`src/sv/mic_pkg.sv`:
```
// Shared types and constants for the magnetometer iron calibration block.
package mic_pkg;

  localparam int SAMPLE_BITS        = 16;
  localparam int SCALE_FRAC_BITS    = 12;
  localparam int SCALE_BITS         = 16;
  localparam int AXES               = 3;
  localparam int DIV_BITS_PER_CYCLE = 2;
  localparam int CFG_ADDR_BITS      = 3;
  localparam int CFG_DATA_BITS      = 32;

  typedef enum logic [0:0] {
    REG_AUTO_CAL = 1'b0
  } cfg_reg_t;

  typedef struct packed {
    logic signed [SAMPLE_BITS-1:0] mag_x;
    logic signed [SAMPLE_BITS-1:0] mag_y;
    logic signed [SAMPLE_BITS-1:0] mag_z;
  } mic_in_t;

  typedef struct packed {
    logic signed [SAMPLE_BITS-1:0] corr_x;
    logic signed [SAMPLE_BITS-1:0] corr_y;
    logic signed [SAMPLE_BITS-1:0] corr_z;
    logic                          clipped;
  } mic_out_t;

endpackage

```
`src/sv/magnetometer_iron_calibration.sv`:
```
// Magnetometer hard-iron and soft-iron correction with running min/max calibration.
//
// Input channel (in_valid/in_ready/in_data) takes one three-axis raw sample per
// transaction; the result channel (out_valid/out_ready/out_data) returns the
// corrected axes and a clipped flag, one result per input transaction.
// The APB port holds auto_calibrate at address 0 (reset 1); write only while idle.
// With auto_calibrate set, each sample widens the per-axis min/max, then the
// offsets are refreshed and the three soft scales run one after another through
// a shared divider that retires two quotient bits a cycle (per axis a setup state,
// then the step states; an axis whose scale is zero or saturates skips the steps).
// A shared multiplier then corrects one axis at a time (multiply, then saturate).
// With calibration off, the sample skips the min/max, offset and divider steps.
// in_ready is high only in the idle state: a new item is taken only after the last
// one has left the final step.
// The result sits in an output register; a new item is accepted while it waits,
// and a finished item holds in the last step until the register frees.
// Reset clears min, max and offsets to zero, sets every scale to 1.0 and
// auto_calibrate to 1, and leaves the block ready with no result pending.
module magnetometer_iron_calibration #(
  parameter int SCALE_FRAC_BITS = mic_pkg::SCALE_FRAC_BITS
) (
  input  logic                                 clk,
  input  logic                                 rst_n,
  input  logic                                 in_valid,
  output logic                                 in_ready,
  input  mic_pkg::mic_in_t                     in_data,
  output logic                                 out_valid,
  input  logic                                 out_ready,
  output mic_pkg::mic_out_t                    out_data,
  input  logic                                 psel,
  input  logic                                 penable,
  input  logic                                 pwrite,
  input  logic [mic_pkg::CFG_ADDR_BITS-1:0]    paddr,
  input  logic [mic_pkg::CFG_DATA_BITS-1:0]    pwdata,
  output logic [mic_pkg::CFG_DATA_BITS-1:0]    prdata,
  output logic                                 pready
);
  import mic_pkg::*;

  localparam int S           = SAMPLE_BITS;
  localparam int SPAN_W      = S + 1;
  localparam int TOT_W       = S + 3;
  localparam int DIV_W       = S + 3;
  localparam int NUM_W       = TOT_W + SCALE_FRAC_BITS;
  localparam int CMP_W       = DIV_W + SCALE_BITS;
  localparam int PROD_W      = S + SCALE_BITS;
  localparam int STEP_CYCLES = SCALE_BITS / DIV_BITS_PER_CYCLE;
  localparam int CNT_W       = $clog2(STEP_CYCLES);

  localparam logic [CNT_W-1:0]      CNT_LAST  = CNT_W'(STEP_CYCLES - 1);
  localparam logic [1:0]            AXIS_LAST = 2'(AXES - 1);
  localparam logic [SCALE_BITS-1:0] SCALE_ONE = (SCALE_FRAC_BITS >= SCALE_BITS) ?
                                                {SCALE_BITS{1'b1}} :
                                                SCALE_BITS'(64'd1 << SCALE_FRAC_BITS);
  localparam logic [PROD_W-1:0]     NEG_LIM   = {{(PROD_W-1){1'b0}}, 1'b1} << (S - 1);
  localparam logic [PROD_W-1:0]     POS_LIM   = NEG_LIM - {{(PROD_W-1){1'b0}}, 1'b1};

  typedef enum logic [2:0] {
    ST_IDLE,
    ST_TRACK,
    ST_OFFSET,
    ST_DIV_INIT,
    ST_DIV_STEP,
    ST_MUL,
    ST_SAT,
    ST_DONE
  } state_t;

  state_t                  state_r;
  logic [1:0]              axis_r;
  logic [CNT_W-1:0]        cnt_r;
  logic                    auto_cal_r;
  logic                    sat_r;
  logic signed [S-1:0]     sample_r [AXES];
  logic signed [S-1:0]     min_r    [AXES];
  logic signed [S-1:0]     max_r    [AXES];
  logic signed [S-1:0]     offset_r [AXES];
  logic [SCALE_BITS-1:0]   scale_r  [AXES];
  logic [DIV_W-1:0]        div_r    [AXES];
  logic signed [S-1:0]     corr_r   [AXES];
  logic [TOT_W-1:0]        total_r;
  logic [DIV_W-1:0]        rem_r;
  logic [SCALE_BITS-1:0]   quo_r;
  logic [SCALE_BITS-1:0]   low_r;
  logic [PROD_W-1:0]       prod_r;
  logic                    neg_r;
  logic                    out_valid_r;
  mic_out_t                out_data_r;

  logic                    cfg_wr;
  logic signed [S-1:0]     offset_nxt [AXES];
  logic [DIV_W-1:0]        div_nxt    [AXES];
  logic [TOT_W-1:0]        total_nxt;
  logic [NUM_W-1:0]        num;
  logic [DIV_W-1:0]        div_cur;
  logic                    div_ovf;
  logic [DIV_W-1:0]        rem_nxt;
  logic [SCALE_BITS-1:0]   quo_nxt;
  logic [SCALE_BITS-1:0]   low_nxt;
  logic signed [S:0]       diff;
  logic [S-1:0]            mag;
  logic [PROD_W-1:0]       prod_sh;

  assign in_ready  = (state_r == ST_IDLE);
  assign out_valid = out_valid_r;
  assign out_data  = out_data_r;
  assign pready    = 1'b1;
  assign cfg_wr    = psel && penable && pwrite && pready;
  assign prdata    = (cfg_reg_t'(paddr[2]) == REG_AUTO_CAL) ?
                     {{(CFG_DATA_BITS-1){1'b0}}, auto_cal_r} : '0;

  always_comb begin
    logic signed [S:0]     sum;
    logic [SPAN_W-1:0]     span;
    total_nxt = '0;
    for (int i = 0; i < AXES; i++) begin
      sum           = {min_r[i][S-1], min_r[i]} + {max_r[i][S-1], max_r[i]};
      sum           = (sum + {{S{1'b0}}, sum[S]}) >>> 1;
      offset_nxt[i] = sum[S-1:0];
      span          = SPAN_W'({max_r[i][S-1], max_r[i]} - {min_r[i][S-1], min_r[i]});
      div_nxt[i]    = (DIV_W'(span) << 1) + DIV_W'(span);
      total_nxt     = total_nxt + TOT_W'(span);
    end
  end

  assign num     = {total_r, {SCALE_FRAC_BITS{1'b0}}};
  assign div_cur = div_r[axis_r];
  assign div_ovf = CMP_W'(num) >= {div_cur, {SCALE_BITS{1'b0}}};

  always_comb begin
    logic [DIV_W:0] t;
    rem_nxt = rem_r;
    quo_nxt = quo_r;
    low_nxt = low_r;
    for (int k = 0; k < DIV_BITS_PER_CYCLE; k++) begin
      t       = {rem_nxt, low_nxt[SCALE_BITS-1]};
      low_nxt = low_nxt << 1;
      if (t >= {1'b0, div_cur}) begin
        t       = t - {1'b0, div_cur};
        quo_nxt = {quo_nxt[SCALE_BITS-2:0], 1'b1};
      end else begin
        quo_nxt = {quo_nxt[SCALE_BITS-2:0], 1'b0};
      end
      rem_nxt = t[DIV_W-1:0];
    end
  end

  assign diff    = {sample_r[axis_r][S-1], sample_r[axis_r]}
                 - {offset_r[axis_r][S-1], offset_r[axis_r]};
  assign mag     = diff[S] ? S'(-diff) : diff[S-1:0];
  assign prod_sh = prod_r >> SCALE_FRAC_BITS;

  always_ff @(posedge clk) begin
    if (!rst_n) begin
      state_r     <= ST_IDLE;
      axis_r      <= '0;
      cnt_r       <= '0;
      auto_cal_r  <= 1'b1;
      sat_r       <= 1'b0;
      out_valid_r <= 1'b0;
      for (int i = 0; i < AXES; i++) begin
        min_r[i]    <= '0;
        max_r[i]    <= '0;
        offset_r[i] <= '0;
        scale_r[i]  <= SCALE_ONE;
      end
    end else begin
      if (cfg_wr && cfg_reg_t'(paddr[2]) == REG_AUTO_CAL) begin
        auto_cal_r <= pwdata[0];
      end
      if (out_valid_r && out_ready && state_r != ST_DONE) begin
        out_valid_r <= 1'b0;
      end
      case (state_r)
        ST_IDLE: begin
          if (in_valid) begin
            sample_r[0] <= in_data.mag_x;
            sample_r[1] <= in_data.mag_y;
            sample_r[2] <= in_data.mag_z;
            sat_r       <= 1'b0;
            state_r     <= ST_TRACK;
          end
        end
        ST_TRACK: begin
          axis_r <= '0;
          if (auto_cal_r) begin
            for (int i = 0; i < AXES; i++) begin
              if (sample_r[i] < min_r[i]) begin
                min_r[i] <= sample_r[i];
              end
              if (sample_r[i] > max_r[i]) begin
                max_r[i] <= sample_r[i];
              end
            end
            state_r <= ST_OFFSET;
          end else begin
            state_r <= ST_MUL;
          end
        end
        ST_OFFSET: begin
          for (int i = 0; i < AXES; i++) begin
            offset_r[i] <= offset_nxt[i];
            div_r[i]    <= div_nxt[i];
          end
          total_r <= total_nxt;
          state_r <= ST_DIV_INIT;
        end
        ST_DIV_INIT: begin
          if (div_cur == '0 || div_ovf) begin
            if (div_cur == '0 && total_r == '0) begin
              scale_r[axis_r] <= '0;
            end else begin
              scale_r[axis_r] <= '1;
              sat_r           <= 1'b1;
            end
            if (axis_r == AXIS_LAST) begin
              axis_r  <= '0;
              state_r <= ST_MUL;
            end else begin
              axis_r  <= axis_r + 2'd1;
            end
          end else begin
            rem_r   <= DIV_W'(num >> SCALE_BITS);
            low_r   <= num[SCALE_BITS-1:0];
            quo_r   <= '0;
            cnt_r   <= '0;
            state_r <= ST_DIV_STEP;
          end
        end
        ST_DIV_STEP: begin
          rem_r <= rem_nxt;
          quo_r <= quo_nxt;
          low_r <= low_nxt;
          if (cnt_r == CNT_LAST) begin
            scale_r[axis_r] <= quo_nxt;
            if (axis_r == AXIS_LAST) begin
              axis_r  <= '0;
              state_r <= ST_MUL;
            end else begin
              axis_r  <= axis_r + 2'd1;
              state_r <= ST_DIV_INIT;
            end
          end else begin
            cnt_r <= cnt_r + {{(CNT_W-1){1'b0}}, 1'b1};
          end
        end
        ST_MUL: begin
          prod_r  <= PROD_W'(mag) * PROD_W'(scale_r[axis_r]);
          neg_r   <= diff[S];
          state_r <= ST_SAT;
        end
        ST_SAT: begin
          if (neg_r) begin
            if (prod_sh > NEG_LIM) begin
              corr_r[axis_r] <= {1'b1, {(S-1){1'b0}}};
              sat_r          <= 1'b1;
            end else begin
              corr_r[axis_r] <= S'(-prod_sh);
            end
          end else begin
            if (prod_sh > POS_LIM) begin
              corr_r[axis_r] <= {1'b0, {(S-1){1'b1}}};
              sat_r          <= 1'b1;
            end else begin
              corr_r[axis_r] <= prod_sh[S-1:0];
            end
          end
          if (axis_r == AXIS_LAST) begin
            state_r <= ST_DONE;
          end else begin
            axis_r  <= axis_r + 2'd1;
            state_r <= ST_MUL;
          end
        end
        ST_DONE: begin
          if (!out_valid_r || out_ready) begin
            out_data_r.corr_x  <= corr_r[0];
            out_data_r.corr_y  <= corr_r[1];
            out_data_r.corr_z  <= corr_r[2];
            out_data_r.clipped <= sat_r;
            out_valid_r        <= 1'b1;
            state_r            <= ST_IDLE;
          end
        end
        default: begin
          state_r <= ST_IDLE;
        end
      endcase
    end
  end

endmodule

```
`config.mk`:
```
export PLATFORM = sky130hd
export DESIGN_NAME = magnetometer_iron_calibration
export DESIGN_NICKNAME = d
export VERILOG_FILES = /design/src/sv/mic_pkg.sv /design/src/sv/magnetometer_iron_calibration.sv
export SDC_FILE = /design/constraint.sdc
export NUM_CORES = 2
export LEC_CHECK = 0
export ABC_CLOCK_PERIOD_IN_PS = 14700
export BUFFER_PORTS_ARGS = -buffer_cell sky130_fd_sc_hd__buf_2
export CELL_PAD_IN_SITES_DETAIL_PLACEMENT = 0
export CELL_PAD_IN_SITES_GLOBAL_PLACEMENT = 1
export CORE_MARGIN = 2
export CORE_UTILIZATION = 32
export CTS_CLUSTER_DIAMETER = 200
export CTS_CLUSTER_SIZE = 40
export DETAILED_ROUTE_END_ITERATION = 12
export PLACE_DENSITY = 0.58
export SLEW_MARGIN = 20
export SYNTH_ARGS = -nofsm -noshare
export SYNTH_HDL_FRONTEND = slang
export SYNTH_SLANG_ARGS = --single-unit
```
`constraint.sdc`:
```
create_clock -name clk -period 14.7 [get_ports clk]
set_clock_uncertainty 0.15 [all_clocks]
set_input_delay 1.47 -clock clk [delete_from_list [all_inputs] [get_ports clk]]
set_output_delay 1.47 -clock clk [all_outputs]
set_load 0.005 [all_outputs]
```
==> impl_metrics.env <==
export IMPL_chipHeight_um=366.5
export IMPL_worstSetupEndpointType="flip-flop"
export IMPL_final_max_slew_violation_count=0
export IMPL_syn2layout_area_growth_pct=7.357
export IMPL_clk_pin_slew_ns=0.17
export IMPL_final_util_pct=34.72
export IMPL_yosysSeqAreaShare_pct=35.40
export IMPL_post_cts_resized=0
export IMPL_fmax_mhz=86.13
export IMPL_drive_gt1_share_pct=6.590
export IMPL_slew_headroom_pct=26.69
export IMPL_multiInputGateArea_um2=24890
export IMPL_hold_path_depth=0
export IMPL_drv_cap=0
export IMPL_grt_pass1_wl_mm=182.5
export IMPL_path_class="flip-flop to flip-flop"
export IMPL_setup_viol=0
export IMPL_numCtsBuffers=16
export IMPL_grt_max_degree=68
export IMPL_tritoncts="done"
export IMPL_first_pass_iters=5
export IMPL_synth_top_cell_by_area="edfxtp_1"
export IMPL_antenna_found_initial=3
export IMPL_htree_levels=1
export IMPL_finalCritPeriodShare_pct=78.98
export IMPL_root_buffer="clkbuf_16"
export IMPL_via_per_inst=4.953
export IMPL_grt_pass1_vias=29920
export IMPL_start_kind="flip-flop"
export IMPL_syn_inst=4225
export IMPL_layout_min_cycle_time_ns=11.61
export IMPL_rrSetupSlack_ns=3.09
export IMPL_boundaryPins=174
export IMPL_outcome="finished, final reports clean"
export IMPL_cp_slowest_cell="xnor2_1"
export IMPL_hpwl_mm=94.69
export IMPL_drtIter0Drc=1842
export IMPL_cp_num_cells=35
export IMPL_ys_warn_count=0
export IMPL_yosys_most_used_dff="edfxtp_1"
export IMPL_wire_per_inst_um=19.73
export IMPL_fill_cells=13340
export IMPL_cts_path_max_buffers=3
export IMPL_slowest_delay_ns=0.81
export IMPL_die_area_um2=134300
export IMPL_drc_errors=0
export IMPL_clk_latency_ns=0.61
export IMPL_cts_sinks=500
export IMPL_syn_cell_area_um2=42040
export IMPL_hp_class="flip-flop to flip-flop"
export IMPL_tightest_slew_ns=1.092
export IMPL_hold_viol=0
export IMPL_synth_edff_count=487
export IMPL_start_util_pct=32.34
export IMPL_ys_types=85
export IMPL_antenna_left=0
export IMPL_postCtsSetupRepairBufs=0
export IMPL_io_buffers=108
export IMPL_synth_seq_cells=500
export IMPL_wl_mm=118.8
export IMPL_fp_dieW_um=366.5
export IMPL_synth_top_area_share_pct=34.79
export IMPL_critical_path_peak_fanout=67
export IMPL_cp_common_cell="fa_1"
export IMPL_reg2regPathDepth=35
export IMPL_synthTopCellsByArea="edfxtp_1 (35%), ha_1 (13%), fa_1 (11%)"
export IMPL_cp_required_ns=14.88
export IMPL_setup_tns_ns=0
export IMPL_vias=29820
export IMPL_grt_usage_pct=17.41
export IMPL_crit_buf_inv=7
export IMPL_synth_most_common_cell="edfxtp_1"
export IMPL_gr_total_overflow=0
export IMPL_seqCellArea_um2=14890
export IMPL_rsz0062_at_grt="false"
export IMPL_async_flop_share_pct=0
export IMPL_rows=132
export IMPL_path_delay_family="adder cells"
export IMPL_synthTopCellsByCount="edfxtp_1 (487), inv_1 (449), ha_1 (442)"
export IMPL_fin_nets=5024
export IMPL_hold_buffers=0
export IMPL_syn_area_per_cell_um2=9.950
export IMPL_core_area_um2=130000
export IMPL_worstPathArrival_ns=11.79
export IMPL_diodes=0
export IMPL_gp_congestion=0.8354
routing by layer:
metal,vias up,global-route usage (%),part of all wire [%]
met5,-,0,0
met4,0,2.335,1.3
met1,14600,24.77,49
met3,56,1.062,2.5
met2,441,29.71,48
li1,14730,-,-
metrics by stage:
step	worst slack [ns]	instance area [um^2]	cells	hold WS (ns)
4_1_cts	2.999	45120	6021	0.2739
5_1_grt	2.289	45130	6021	0.2765
3_3_place_gp	3.090	44630	5993	0.2511
2_1_floorplan	3.256	42150	4255	0.2503
3_5_place_dp	3.065	44640	5993	0.2545
6_report	3.090	45130	6021	0.2694
layout make-up:
cell class | count | area share [%]
Multi-Input combinational cell | 3130 | 55.15
Sequential cell | 500 | 33.00
Tap cell | 1742 | 4.829
Inverter | 453 | 3.770
Timing Repair Buffer | 168 | 2.196
Clock buffer | 25 | 1.009
Clock inverter | 3 | 0.05544
final timing paths:
check                                            start               endpoint
worst max-delay path                         flip-flop   prod_r[28]$_DFFE_PP_
worst min-delay path            corr_r[2][6]$_DFFE_PP_  out_data[7]$_DFFE_PP_
worst max register to register               flip-flop   prod_r[28]$_DFFE_PP_
worst min register to register  corr_r[2][6]$_DFFE_PP_  out_data[7]$_DFFE_PP_
state kept, by name, summed over array words and instances (netlist names), 2 cells and up, named ones only:
register,count
scale_r,64
div_r,57
out_data,49
corr_r,48
max_r,48
min_r,48
offset_r,48
sample_r,48
prod_r,20
rem_r,19
total_r,19
quo_r,14
low_r,4
cnt_r,3
state_r,3
axis_r,2
layout by cell type (no fill, tap or decap), types with 9 or more instances in the layout:
cell type / Yosys / routed
nand2_1: 344 / 343
nor2b_1: 64 / 64
o2111ai_1: 9 / 9
buf_4: 32 / 60
nor2_1: 357 / 356
o21bai_1: 31 / 31
o31ai_1: 25 / 25
fa_1: 223 / 223
and3_1: 26 / 26
o311ai_0: 13 / 13
o21ai_0: 147 / 143
clkbuf_16: 0 / 17
conb_1: 2 / 32
nor3_1: 69 / 67
mux2i_1: 86 / 86
a21oi_1: 293 / 291
or2_2: 18 / 18
nand3_1: 66 / 66
or4_1: 9 / 9
edfxtp_1: 487 / 487
a311oi_1: 9 / 9
mux2_2: 30 / 30
inv_1: 449 / 449
o21a_1: 31 / 31
a211oi_1: 28 / 27
o211ai_1: 20 / 20
buf_2: 6 / 108
o31a_1: 11 / 11
nor4_1: 15 / 15
a211o_1: 11 / 11
nand4_1: 42 / 42
dfxtp_1: 13 / 11
xnor2_1: 163 / 162
or3_1: 38 / 38
xor2_1: 79 / 79
a31oi_1: 18 / 18
nand2b_1: 59 / 59
and2_1: 103 / 103
a21o_1: 97 / 97
ha_1: 442 / 442
logic make-up (layout without fill, tap and decap cells):
group | after synthesis | count (layout) | synth area share [%]
AOI/OAI and AO/OA | 820 | 820 | 12.41
buffers and inverters | 625 | 649 | 5.905
and+or+nand+nor | 1249 | 1249 | 14.27
DFF | 500 | 500 | 35.40
muxes | 122 | 122 | 3.173
adders and majority gates | 665 | 665 | 23.77
xor gates and xnor gates | 242 | 242 | 5.042
other | 2 | 32 | 0.01786
Power is not shown: default switching activity piles up to over one toggle a cycle in this logic, so the estimate is an artifact.
